File: config.mk
export PLATFORM = sky130hd
export DESIGN_NAME = tpc_div
export DESIGN_NICKNAME = d
export VERILOG_FILES = /design/src/hw/rtl/tpc_pkg.sv /design/src/hw/rtl/tpc_div.sv
export SDC_FILE = /design/constraint.sdc
export NUM_CORES = 1
export LEC_CHECK = 0
export ABC_AREA = 1
export BUFFER_PORTS_ARGS = -buffer_cell sky130_fd_sc_hd__buf_2
export CELL_PAD_IN_SITES_DETAIL_PLACEMENT = 1
export CELL_PAD_IN_SITES_GLOBAL_PLACEMENT = 1
export CORE_MARGIN = 10
export CORE_UTILIZATION = 37
export CTS_CLUSTER_SIZE = 30
export DETAILED_ROUTE_END_ITERATION = 6
export PLACE_DENSITY_LB_ADDON = 0.05
export SYNTH_ARGS = -nofsm -noshare
export SYNTH_HDL_FRONTEND = slang
export SYNTH_SLANG_ARGS = --single-unit
File: constraint.sdc
create_clock -name clk -period 6.7 [get_ports clk]
set_input_delay 1.005 -clock clk [delete_from_list [all_inputs] [get_ports clk]]
set_output_delay 1.005 -clock clk [all_outputs]
set_load 0.02 [all_outputs]
File: src/hw/rtl/tpc_pkg.sv
package tpc_pkg;

    localparam int unsigned CmdW    = 1;
    localparam int unsigned SampleW = 20;
    localparam int unsigned ResW    = 32;
    localparam int unsigned CfgIdxW = 3;
    localparam int unsigned CfgW    = 64;

    // configuration register indexes
    localparam logic [CfgIdxW-1:0] REG_TEMP_TRIM  = 3'd0;
    localparam logic [CfgIdxW-1:0] REG_PRESS_LOW  = 3'd1;
    localparam logic [CfgIdxW-1:0] REG_PRESS_MID  = 3'd2;
    localparam logic [CfgIdxW-1:0] REG_PRESS_HIGH = 3'd3;

    // command / result kind codes
    localparam logic CMD_TEMP  = 1'b0;
    localparam logic CMD_PRESS = 1'b1;

    // formula constants
    localparam logic [63:0] FINE_OFFSET = 64'd128000;
    localparam logic [63:0] ADC_FULL    = 64'd1048576;
    localparam logic [63:0] SCALE_3125  = 64'd3125;
    localparam logic [63:0] ROUND_47    = 64'd1 << 47;

    // control beat to the shared multiplier
    typedef struct packed {
        logic start;
        logic short_mode;   // b is a signed 17-bit operand, one pass
    } mul_ctl_t;

    function automatic logic [63:0] sx16(input logic [15:0] v);
        sx16 = {{48{v[15]}}, v};
    endfunction

endpackage

File: src/hw/rtl/tpc_div.sv
module tpc_div (
    input  logic        clk,
    input  logic        rst_n,
    input  logic        start,
    input  logic [63:0] num,
    input  logic [63:0] den,
    output logic        done,
    output logic [63:0] quot
);
    import tpc_pkg::*;

    logic        busy_reg;
    logic        done_reg;
    logic [5:0]  cnt_reg;
    logic        neg_reg;
    logic [63:0] ub_reg;
    logic [63:0] rem_reg;
    logic [63:0] q_reg;
    logic [63:0] quot_reg;
    logic [64:0] rem_sh;
    logic [64:0] rem_sub;
    logic        fits;

    // one restoring step per cycle on magnitudes
    assign rem_sh  = {rem_reg, q_reg[63]};
    assign rem_sub = rem_sh - {1'b0, ub_reg};
    assign fits    = !rem_sub[64];

    always_ff @(posedge clk or negedge rst_n)
    begin
        if (!rst_n)
        begin
            busy_reg <= 1'b0;
            done_reg <= 1'b0;
            cnt_reg  <= 6'd0;
        end
        else
        begin
            done_reg <= busy_reg && (cnt_reg == 6'd63);
            if (start)
            begin
                busy_reg <= 1'b1;
                cnt_reg  <= 6'd0;
            end
            else if (busy_reg)
            begin
                cnt_reg <= cnt_reg + 6'd1;
                if (cnt_reg == 6'd63)
                    busy_reg <= 1'b0;
            end
        end
    end

    always_ff @(posedge clk)
    begin
        if (start)
        begin
            neg_reg <= num[63] ^ den[63];
            q_reg   <= num[63] ? (64'd0 - num) : num;
            ub_reg  <= den[63] ? (64'd0 - den) : den;
            rem_reg <= 64'd0;
        end
        else if (busy_reg)
        begin
            rem_reg <= fits ? rem_sub[63:0] : rem_sh[63:0];
            q_reg   <= {q_reg[62:0], fits};
            if (cnt_reg == 6'd63)
                quot_reg <= neg_reg ? (64'd0 - {q_reg[62:0], fits})
                                    : {q_reg[62:0], fits};
        end
    end

    assign done = done_reg;
    assign quot = quot_reg;

endmodule

-- Word-level counts from Yosys, hierarchy flattened
Cells that the tools add are included.
- input bits: 131
- register bits: 265
- output and inout bits: 65
- add/subtract/negate cells: 5
- bitwise logic cells: 2
- mux-type cells: 11
- equality and inequality tests: 1
- reductions and logical operators: 4
- operator list (cell ; number):
    $mux 64 ; 5
    $sub 1x64->64 const A ; 3
    $sub 65x64->65 ; 1
    $mux 63 ; 1
    $mux 6 ; 2
    $add 6x1->6 const B ; 1
    $eq 6x6->1 const B ; 1
    $mux 1 ; 3
    $reduce_and 3->1 ; 1
    $reduce_bool 2->1 ; 1
    $logic_and 1x1->1 ; 1
    $logic_not 1->1 ; 1
    $not 1->1 ; 1
    $xor 1x1->1 ; 1

-- Logic depth before layout (Yosys ltp)
- word-level depth: 4
- depth in mapped cells: 29

-- Least setup slack after synthesis
Ideal clock, no wire load.
- path type: in2reg
- start: input start
- end: register quot_reg[0], in the netlist quot[0], enable pin
- data required time: 6.214 ns
- arrival: 4.447 ns
- path buffers: 2
- stages: 5
- path slack: 1.767 ns
- library setup time: 0.486 ns
- cell sequence: clkbuf_1 nor2_1 clkbuf_1 inv_1 nor2_1
- cells in the longest elaborated chain, start to end: 2
- ends and longest elaborated chain (item ; RTL line ; text):
    start: declaration ; tpc_div.sv:4 ; input logic start,
    $not 1->1 (no source line) ; - ;
    $reduce_and 3->1 (no source line) ; - ;
    end signal: assignment ; tpc_div.sv:68 ; quot_reg <= neg_reg ? (64'd0 - {q_reg[62:0], fits})
    end: declaration ; tpc_div.sv:19 ; logic [63:0] quot_reg;
No other way between the ends.
A chain may end at the register's enable or synchronous reset.

-- Worst setup path in the final report
- start: register ub_reg[0]
- end: register quot_reg[56], in the netlist quot[56], data pin
- cells in the longest elaborated chain, start to end: 4
- ends and longest elaborated chain (item ; RTL line ; text):
    start: declaration ; tpc_div.sv:16 ; logic [63:0] ub_reg;
    start signal: assignment ; tpc_div.sv:60 ; ub_reg <= den[63] ? (64'd0 - den) : den;
    $sub 65x64->65 ; tpc_div.sv:26 ; assign rem_sub = rem_sh - {1'b0, ub_reg};
    $logic_not 1->1 ; tpc_div.sv:27 ; assign fits = !rem_sub[64];
    $sub 1x64->64 ; tpc_div.sv:68 ;
    $mux 64 ; tpc_div.sv:68 ;
No other way between the ends.

==> impl_metrics.toml <==
[routing]
wl_per_cell_um = 20.3
drc = 0
drtIter0Drc = 983
dr.pass1.iters = 5
dr_total_vias = 19700
routed_wl_mm = 77.6
vias_per_cell = 5.15
wl_met2_mm = 37.7
drt-met1-wl_mm = 33.7
ant_nets = 0
wl_met3_mm = 2.63
top_layer_used = "met4"

[hold_path]
hp-class = "in2async"

[pwr]
p_per_area_nw_per_um2 = 324
p_comb_frac = 0.454
net-switching-power_mw = 3.30
internal_power_mw = 4.24
power_frac_clock = 0.242
swShare = 0.437
ir_drop_mv = 0.232
p_leak_nw = 9.98
seq_power_share = 0.304

[clock_network]
clock_path_buffers = 3
insertion_delay_ns = 0.56
postCtsSetupBuffers = 0
clkSlewWorstSetupHoldPaths_ns = 0.06
cts_tree = "yes"
postCtsResizedCells = 0
clock_sinks = 265
numCtsBuffers = 34
cts_root_buf = "clkbuf_16"
hold_buffers = 0
htree_levels = 2

[synth]
synthSimpleGateAreaFrac = 0.300
synth_compound_area_frac = 0.123
synthAdderAreaFrac = 0.0425
synthMuxAreaShare = 0
seq_area_frac_synth = 0.355
avgSynthCellArea_um2 = 7.14
synth_ff_type = "edfxtp_1"
ys_warn_count = 0
async_reset_ff_frac = 0.0302
synth_edf_count = 193
synthesis.nets = 3069
ys_types = 60
postSynthCellCount = 2869
ys_seq_elements = 265
synth-xor-area-share = 0.0872
syn_area_um2 = 20500
synth_top_family_by_area = "simple AND/OR/NAND/NOR gates"

[sta]
hold_violations = 0
fin_crit_sh = 0.658
holdWs_ns = 0.280
worst_pin_slew_ns = 1.15
finClkSkew_ns = 0.0179
fin_crit_ns = 4.41
rsz0062_at_grt = "false"
finalMaxSlewViolations = 0
maxSlewHeadroom = 0.229
setup_viol_count_final = 0
fin_tns_setup_ns = 0
fmax_ghz = 0.227

[placement]
place.gp.congestion = 0.957
numPortBuffers = 195
post_dp_cell_area_um2 = 22200
dp.cells = 3759
dp_hpwl_mm = 63.4

[layout]
nets = 3247
drive_above_1_share = 0.114
nFillCells = 6962
final_cells = 3822
fin_area_um2 = 23300
syn_to_final_growth_pct = 13.6

[floorplan]
coreArea_um2 = 55000
die_h_um = 255
die_area_um2 = 65200
rows = 86
start_util = 0.373
die_w_um = 255
pin_count = 196

[grt]
grt_start_max_net_pins = 100
grt_pass1_vias = 20800
antenna_found_initial = 2
grt_usage = 0.234
grt_pass1_wl_mm = 118
grt_overflow_total = 0

[setup_path]
crit_chain = "ha_1 > fa_1 > inv_1 > nand2_1 > nand2_1 > nand3_1 > nand2_2 > nand2_1 > nand2_2 > nand2_2 > nand2_4 > nand2_4 > nand2_4 > nand2_1 > nand2_2 > ha_1 > nand3_1 > nor2_1 > nand4_1 > o21ai_1 > o21ai_0 > nor2_1 > o21ai_1 > xor2_1"
crit_type = "reg2reg"
slowest_delay_ns = 0.41
critPathTopFamily = "simple AND/OR/NAND/NOR gates"
worst_ep_required_time_ns = 6.99
worst_path_max_delay_cell = "fa_1"
crit_buf_inv = 1
arrival_ns = 4.70
critical_path_peak_fanout = 4
endpoint_kind = "flip-flop"
start_kind = "flip-flop"

[outcome]
status = "complete, no violations"

[job]
maxCapViolations = 0
## power by group through the flow
stage          combinational [mW]  clock, mW  sequential [mW]
2_1_floorplan                2.47          0             2.23
3_3_place_gp                 3.35          0             2.31
3_5_place_dp                 3.41          0             2.32
4_1_cts                      3.43       1.87             2.29
5_1_grt                      3.82       1.94             2.32
6_report                     3.43       1.82             2.29
## logic make-up (layout without fill, tap and decap cells)
family,Yosys count,count (layout)
XOR/XNOR,204,204
AND/OR/NAND/NOR,1419,1419
other,0,2
buffers and inverters,479,682
AO/OA/AOI/OAI,433,433
adder cells (fa/ha/maj),69,69
flip-flops,265,265
## cells in the final DEF, fill, tap and decap left out, drive strengths merged, types with 8 or more instances in the layout
master / netlist / final
o31ai: 9 / 9
nand2: 666 / 666
nand3: 158 / 158
buf: 25 / 207
ha: 68 / 68
nor2: 398 / 398
a31oi: 16 / 16
o21ai: 202 / 202
a21oi: 123 / 123
nand4: 48 / 48
or2: 20 / 20
o21bai: 22 / 22
xnor2: 70 / 70
dfrtp: 8 / 8
clkbuf: 40 / 39
o211ai: 30 / 30
edfxtp: 193 / 193
nor3: 70 / 70
clkinv: 0 / 15
a21o: 9 / 9
inv: 414 / 416
xor2: 134 / 134
dfxtp: 64 / 64
o21a: 12 / 12
nor4: 43 / 43
## cells in the mapped netlist, types with 47 or more instances
cell	count	area (um2)
a21oi_1	117	586
dfxtp_1	64	1280
edfxtp_1	193	5800
ha_1	68	851
inv_1	402	1510
nand2_1	647	2430
nand3_1	152	761
nand4_1	47	294
nor2_1	383	1440
nor3_1	62	310
o21ai_0	161	806
xnor2_1	70	613
xor2_1	134	1170
## path summary, 6_finish.rpt
| path | slack, ns | depth (start not counted) | to | start |
|---|---|---|---|---|
| setup / recovery | 2.29 | 24 | quot[56] | ub_reg[0] |
| hold / removal | 0.28 | 1 | done | rst_n |
| setup reg to reg | 2.29 | 24 | quot[56] | ub_reg[0] |
| hold reg to reg | 0.47 | 2 | rem_reg[58] | rem_reg[58] |
| max in group asynchronous | 6.24 | 1 | cnt_reg[1] | rst_n |
| min in group clk | 0.47 | 2 | rem_reg[58] | rem_reg[58] |
## layout make-up
class / count / area, um2 / area share
well taps: 748 / 936 / 0.0402
inverters: 414 / 1560 / 0.0668
clock inverters: 22 / 213 / 0.00914
clock buffers: 39 / 870 / 0.0374
flip-flops and latches: 265 / 7280 / 0.313
multi-input cells: 2125 / 11400 / 0.488
diodes: 2 / 5.00 / 0.000215
repair buffers: 207 / 1070 / 0.0459
## per-stage QoR
stage,worst slack (ns),power [mW],utilization
finish,2.29,7.54,0.423
detailed placement,2.30,5.73,0.404
floorplan,1.77,4.70,-
CTS,2.28,7.59,0.423
global route,1.93,8.08,0.423
global placement,2.37,5.66,0.404
## routing by layer
layer	vias to the layer above	global-route usage
met5	-	0
met4	0	0.107
met3	148	0.0250
met2	388	0.415
met1	9360	0.281
li1	9774	-
Note: power is estimated with default switching activity, not from simulation.
