===== config.mk =====
export PLATFORM = sky130hd
export DESIGN_NAME = tpc_mul
export DESIGN_NICKNAME = d
export VERILOG_FILES = /design/src/hw/rtl/tpc_pkg.sv /design/src/hw/rtl/tpc_mul.sv
export SDC_FILE = /design/constraint.sdc
export NUM_CORES = 2
export LEC_CHECK = 0
export BUFFER_PORTS_ARGS = -buffer_cell sky130_fd_sc_hd__buf_2
export CAP_MARGIN = 10
export CORE_UTILIZATION = 59
export DETAILED_ROUTE_END_ITERATION = 10
export PLACE_DENSITY = 0.85
export SLEW_MARGIN = 20
export SYNTH_ARGS = -nofsm -noshare
export SYNTH_HDL_FRONTEND = slang
export SYNTH_SLANG_ARGS = --single-unit
export TNS_END_PERCENT = 5

===== constraint.sdc =====
create_clock -name clk -period 10 [get_ports clk]
set_input_delay 1 -clock clk [delete_from_list [all_inputs] [get_ports clk]]
set_output_delay 1 -clock clk [all_outputs]
set_load 0.01 [all_outputs]

===== src/hw/rtl/tpc_pkg.sv =====
package tpc_pkg;

    localparam int unsigned CmdW    = 1;
    localparam int unsigned SampleW = 20;
    localparam int unsigned ResW    = 32;
    localparam int unsigned CfgIdxW = 3;
    localparam int unsigned CfgW    = 64;

    // configuration register indexes
    localparam logic [CfgIdxW-1:0] REG_TEMP_TRIM  = 3'd0;
    localparam logic [CfgIdxW-1:0] REG_PRESS_LOW  = 3'd1;
    localparam logic [CfgIdxW-1:0] REG_PRESS_MID  = 3'd2;
    localparam logic [CfgIdxW-1:0] REG_PRESS_HIGH = 3'd3;

    // command / result kind codes
    localparam logic CMD_TEMP  = 1'b0;
    localparam logic CMD_PRESS = 1'b1;

    // formula constants
    localparam logic [63:0] FINE_OFFSET = 64'd128000;
    localparam logic [63:0] ADC_FULL    = 64'd1048576;
    localparam logic [63:0] SCALE_3125  = 64'd3125;
    localparam logic [63:0] ROUND_47    = 64'd1 << 47;

    // control beat to the shared multiplier
    typedef struct packed {
        logic start;
        logic short_mode;   // b is a signed 17-bit operand, one pass
    } mul_ctl_t;

    function automatic logic [63:0] sx16(input logic [15:0] v);
        sx16 = {{48{v[15]}}, v};
    endfunction

endpackage


===== src/hw/rtl/tpc_mul.sv =====
module tpc_mul (
    input  logic               clk,
    input  logic               rst_n,
    input  tpc_pkg::mul_ctl_t  ctl,
    input  logic [63:0]        a,
    input  logic [63:0]        b,
    output logic               done,
    output logic [63:0]        prod
);
    import tpc_pkg::*;

    logic               busy_reg;
    logic               short_reg;
    logic               done_reg;
    logic [1:0]         cnt_reg;
    logic [63:0]        a_reg;
    logic [63:0]        b_reg;
    logic [63:0]        acc_reg;
    logic signed [16:0] chunk;
    logic signed [80:0] part;
    logic [63:0]        part_sh;
    logic               last;

    // one 64x17 signed partial product per cycle, low 64 bits kept
    always_comb
    begin
        if (short_reg)
            chunk = $signed(b_reg[16:0]);
        else
            chunk = $signed({1'b0, b_reg[{cnt_reg, 4'b0000} +: 16]});
    end

    assign part    = $signed(a_reg) * chunk;
    assign part_sh = part[63:0] << {cnt_reg, 4'b0000};
    assign last    = short_reg || (cnt_reg == 2'd3);

    // control
    always_ff @(posedge clk or negedge rst_n)
    begin
        if (!rst_n)
        begin
            busy_reg <= 1'b0;
            done_reg <= 1'b0;
            cnt_reg  <= 2'd0;
        end
        else
        begin
            done_reg <= busy_reg && last;
            if (ctl.start)
            begin
                busy_reg <= 1'b1;
                cnt_reg  <= 2'd0;
            end
            else if (busy_reg)
            begin
                cnt_reg <= cnt_reg + 2'd1;
                if (last)
                    busy_reg <= 1'b0;
            end
        end
    end

    // operands and accumulator
    always_ff @(posedge clk)
    begin
        if (ctl.start)
        begin
            a_reg     <= a;
            b_reg     <= b;
            short_reg <= ctl.short_mode;
            acc_reg   <= 64'd0;
        end
        else if (busy_reg)
        begin
            acc_reg <= acc_reg + part_sh;
        end
    end

    assign done = done_reg;
    assign prod = acc_reg;

endmodule


* Yosys cells after proc, flatten, opt, wreduce, memory -nomap -nowiden
Cells that the tools add are included.
** Word-level totals
- Register bits :: 197
- Bits of input ports :: 132
- Output and inout bits :: 65
- Logic and storage cells :: 22
** Operators by class
- $add $sub $neg :: 2
- Multiply operators :: 1
- Eq/ne operators :: 1
- Shift operators :: 2
- Mux-type cells :: 6
- Reductions and logical operators :: 3
** Operators by type and width (number)
- $add 64x64->64 :: 1
- $mul 64x17->64 :: 1
- $shiftx 64x7->16 :: 1
- $shl 64x6->64 :: 1
- $mux 17 :: 1
- $mux 2 :: 2
- $mux 1 :: 3
- $add 2x1->2 const B :: 1
- $eq 2x2->1 const B :: 1
- $reduce_bool 2->1 :: 1
- $logic_and 1x1->1 :: 1
- $logic_or 1x1->1 :: 1

* Depth between registers and ports, before layout
- Depth in word-level cells :: 5
- Gate-level depth with buffers :: 45
- Gate-level depth less buffers :: 42

* Least setup slack after synthesis
OpenSTA, ideal clock, no wires.
- Kind :: flip-flop to flip-flop
- Start point :: register cnt_reg[1]
- End point :: register acc_reg[63], in the netlist prod[63]
- Library setup time :: 0.071 ns
- Data arrival time :: 9.849 ns
- Data required time :: 9.929 ns
- Setup slack :: 0.081 ns
- Stages on the path, launching flop included :: 43
- Buffers on the path :: 6
- Clock period less this slack :: 9.919 ns
- Path through :: dfrtp_1 > buf_4 > buf_4 > mux2i_1 > o221ai_1 > clkbuf_1 > clkbuf_1 > nand2_1 > fa_1 > inv_1 > fa_1 > fa_1 > fa_1 > fa_1 > inv_1 > fa_1 > inv_1 > ha_1 > (+7 left out) > a31o_2 > a41oi_2 > xor2_1 > o21ai_0 > and2_1 > a31o_2 > ha_1 > clkbuf_1 > a21o_1 > a21o_1 > a221oi_1 > o21ai_0 > a21o_1 > a21oi_1 > o21ai_0 > and3_1 > or4_1 > a21oi_1
** Between the ends
- Cells in the longest elaborated chain, start to end :: 5
** RTL lines
- from (decl) :: RTL line tpc_mul.sv:15 : logic [1:0] cnt_reg;
- from (signal assigned) :: RTL line tpc_mul.sv:56 : cnt_reg <= cnt_reg + 2'd1;
- $shiftx 64x7->16 :: RTL line tpc_mul.sv:30 : chunk = $signed({1'b0, b_reg[{cnt_reg, 4'b0000} +: 16]});
- $mux 17 :: RTL line tpc_mul.sv:27 : if (short_reg)
- $mul 64x17->64 :: RTL line tpc_mul.sv:33 : assign part = $signed(a_reg) * chunk;
- $shl 64x6->64 * :: RTL line tpc_mul.sv:34 : assign part_sh = part[63:0] << {cnt_reg, 4'b0000};
- $add 64x64->64 * :: RTL line tpc_mul.sv:75 : acc_reg <= acc_reg + part_sh;
- to (signal assigned) :: RTL line tpc_mul.sv:75
- to (decl) :: RTL line tpc_mul.sv:18 : logic [63:0] acc_reg;
Every way passes the cells marked *; elsewhere a longest branch is shown, timed or not.
A chain may end at the register's enable or synchronous reset.

* Worst setup path after layout
Ends and elaborated chain as after synthesis.

==> results.md <==
Outcome:
- The run finished, with violations left.
- The checks that failed: negative setup slack.

Worst setup path:
- The classification of the worst setup path is reg -> reg.
- The maximum single-stage delay on the critical path is 540 ps.
- The required time of the worst setup path is roughly 10000 ps.
- The cell type with the highest occurrence count on the critical path is fa_1.
- The worst setup path is captured at a flip-flop.
- Along the worst path, the maximum fanout reaches 23.
- The slowest library cell on the worst path is fa_1.
- STA classifies the critical path startpoint as a flip-flop.
- Setup slack on the worst reg-to-reg path comes out at -120 ps.
- The worst endpoint data arrival time is between 10000 and 15000 ps.

Placed design:
- Routability-driven placement finished with a final weighted congestion of between 0.9 and 1.
- The post-placement worst setup slack is -163 ps.
- Input and output buffers added on the ports amount to 196.
- Detailed placement finished with a half-perimeter wire length of 92200 um.

Floorplan:
- The area inside the core boundary is between 0.06 and 0.07 sq mm.
- The starting utilization of the core area is 60.0%.
- The area of the die is around 0.070 sq mm.
- After floorplanning, the core was divided into between 90 and 100 placement rows.
- The floorplan step set the die height to 264 um.
- The number of top-level pins is about 200.
- The die is between 200 and 300 um wide.

Yosys:
- In the synthesized netlist the dominant register cell turns out to be edfxtp_1.
- Summing the sequential cell areas from Yosys gives 13.0% of the chip area.
- The per-instance average area after synthesis is ~9.0 sq um.
- The net count after synthesis is approximately 5600.
- The most common cell in the netlist is inv_1.
- The biggest area contributor in the post-synthesis netlist is fa_1.
- Yosys mapped a number of flops with a built-in enable equal to about 130.
- The cell area after synthesis is between 0.04 and 0.05 sq mm.
- During synthesis, Yosys emitted a total of 0 warnings.
- The number of distinct standard cells referenced by the synthesized netlist is 80.
- Sorting the synthesized cells by area gives the leading types as fa_1 (40%), edfxtp_1 (9.6%), inv_1 (8.3%), ha_1 (6.9%), nand2_1 (6.2%).
- In this run, synthesis produced a sequential element count of roughly 200.
- After synthesis, the share of flip-flops with an asynchronous set or reset is under 10%.
- The cell count after synthesis is roughly 4500.
- Counting instances in the post-synthesis netlist gives the leading cell types as inv_1 (898), fa_1 (800), nand2_1 (668).
- The top cell type by area accounts for around two fifths of the synthesized area.

STA:
- The final critical path takes up 101% of the cycle.
- The final number of hold-violating endpoints is 0.
- Setup repair after global routing could not meet its margin everywhere.
- The measured slew at the worst slew-check pin is roughly 1000 ps.
- The slack of the critical path is -116 ps.
- The smallest clock period supported by the final layout is computed as around 10000 ps.
- Between clock sinks in the finished design, the worst skew comes to between 15 and 20 ps.
- The headroom to the max-slew limit is between 30% and 40%.
- The number of setup violations in the final report is 3.
- The number of max-slew violations in the final report is 0.
- The fmax is 98.9 MHz.

Global route:
- The initial antenna violation count is 6.
- The wire length of the first global-routing pass is about 190000 um.
- The number of global-route vias before repair is 35564.
- The aggregate global-route resource usage is 34.8%.
- The total grt overflow is 0.
- The largest net degree at the start of global routing is approximately 120.

Layout:
- The post-route netlist has between 10% and 20% of its cells at a drive strength greater than 1.
- The register area is around 0.0053 sq mm.
- The fill cell total of the finished layout is approximately 4700.
- The area of the multi-input gates is roughly 0.032 sq mm.
- The area growth from synthesis to layout is 15.0%.
- The utilization of the core after routing is between 60 and 70%.
- In the final design database the tool counted ~6000 nets.

Detailed routing:
- The top routing layer in use is met5.
- Dividing the detail-routed via count by the number of cells gives between 5 and 6.
- After the first detailed-routing iteration, the DRC count stood at 3200.
- In the final routing, the length of wire on met1 measures around 42000 um.
- The antenna violation net count after detailed routing is 0.
- After detailed routing, the met2 layer carries roughly 59000 um of wire.
- The routed design has around 120000 um of wire.
- Summed over all nets, wire length on met3 after detailed routing comes to around 14000 um.
- The first-pass iteration count of the detailed router is 7.
- The residual DRC count is 0.
- The total number of vias is between 30000 and 40000.
- The average detailed-routed wire length per instance is around 22 um.

Min path:
- The min-delay analysis places its worst path in the category in -> async.

Clock tree:
- Counting the buffers created by CTS gives 17.
- The clock tree from TritonCTS is yes.
- The insertion delay to the later sink of the worst-skew pair is 520 ps.
- The buffer depth of the longest clock path is 2.
- For this design, the sink count on the clock tree is ~200.
- The clock root buffer is clkbuf_16.
- Clock-pin slew was measured on the worst setup and hold paths at 90 ps.
- The number of buffers inserted by hold repair at cts is 0.
- In this run the number of H-tree levels came out at 4.

Job:
- The max-capacitance violation count is 0.
-- worst paths after layout --
kind	from	to	cells past startpoint
max	cnt_reg[1]	prod[63]	42
min	rst_n	busy_reg	1
max reg2reg	cnt_reg[1]	prod[63]	42
min reg2reg	prod[62]	prod[62]	2
max in group asynchronous	rst_n	cnt_reg[1]	1
min in group clk	prod[62]	prod[62]	2
-- area by class of cell --
class / count / area share [%]
diodes: 7 / 0.0376
clock buffers: 18 / 0.922
clock inverters: 14 / 0.406
inverters: 898 / 7.24
multi-input cells: 3162 / 68.8
flip-flops and latches: 197 / 11.3
well taps: 873 / 2.35
repair buffers: 542 / 8.98
-- metal layers --
layer / vias up / track usage [%]
met2: 2253 / 57.0
met3: 658 / 9.20
li1: 14422 / -
met1: 16750 / 41.6
met5: - / 0
met4: 8 / 20.1
-- cells by family after synthesis --
family	Yosys count	synth area share (%)
XOR/XNOR	136	3.11
multiplexers	82	2.12
AND/OR/NAND/NOR	1385	16.0
buffers and inverters	1133	10.6
AO/OA/AOI/OAI	535	8.74
adder cells (fa/ha/maj)	1024	46.5
flip-flops	197	13.0
-- worst max-delay path: cells and delay by family (launching register included) --
family          cells  cell delay, ps
compound gates     17            2720
xor+xnor            1             260
fa+ha+maj           8            3650
buf+inv             9            1020
flops               1             460
simple gates        7            1850
-- cells in the final DEF, fill, tap and decap left out, drive strengths merged, types with 6 or more instances in the layout --
cell / count
nor2b: 14
diode: 7
edfxtp: 129
a211oi: 21
o21ai: 86
nor3: 17
clkinv: 6
xnor2: 83
or2: 18
ha: 224
o21bai: 28
dfxtp: 64
o22ai: 14
a21oi: 160
clkbuf: 25
nand2: 668
nand2b: 12
mux2: 9
o31ai: 12
fa: 800
buf: 534
inv: 905
a21o: 100
nand3: 33
a22oi: 16
a31o: 7
o21a: 12
nand4: 24
nor2: 195
mux2i: 71
a31oi: 17
and3: 15
and2: 365
a221oi: 9
xor2: 48
o221ai: 8
-- through the flow --
step	hold WS [ps]	instances	setup TNS [ps]	area (sq um)
2_1_floorplan	493	4492	0	40500
3_3_place_gp	469	5617	0	44400
3_5_place_dp	478	5617	-204	44400
4_1_cts	280	5670	0	45300
5_1_grt	280	5704	-3770	46500
6_report	295	5711	-181	46600
-- timing repair --
item | CTS | global route
pin swaps | 15 | 117
endpoints found under the setup margin | 5 | 30
endpoints found under the hold margin | 0 | 0
gates resized for setup | 36 | 192
cloned | 2 | 6
buffers inserted | 19 | 29
Power is not shown: default switching activity piles up to over one toggle a cycle in this logic, so the estimate is an artifact.
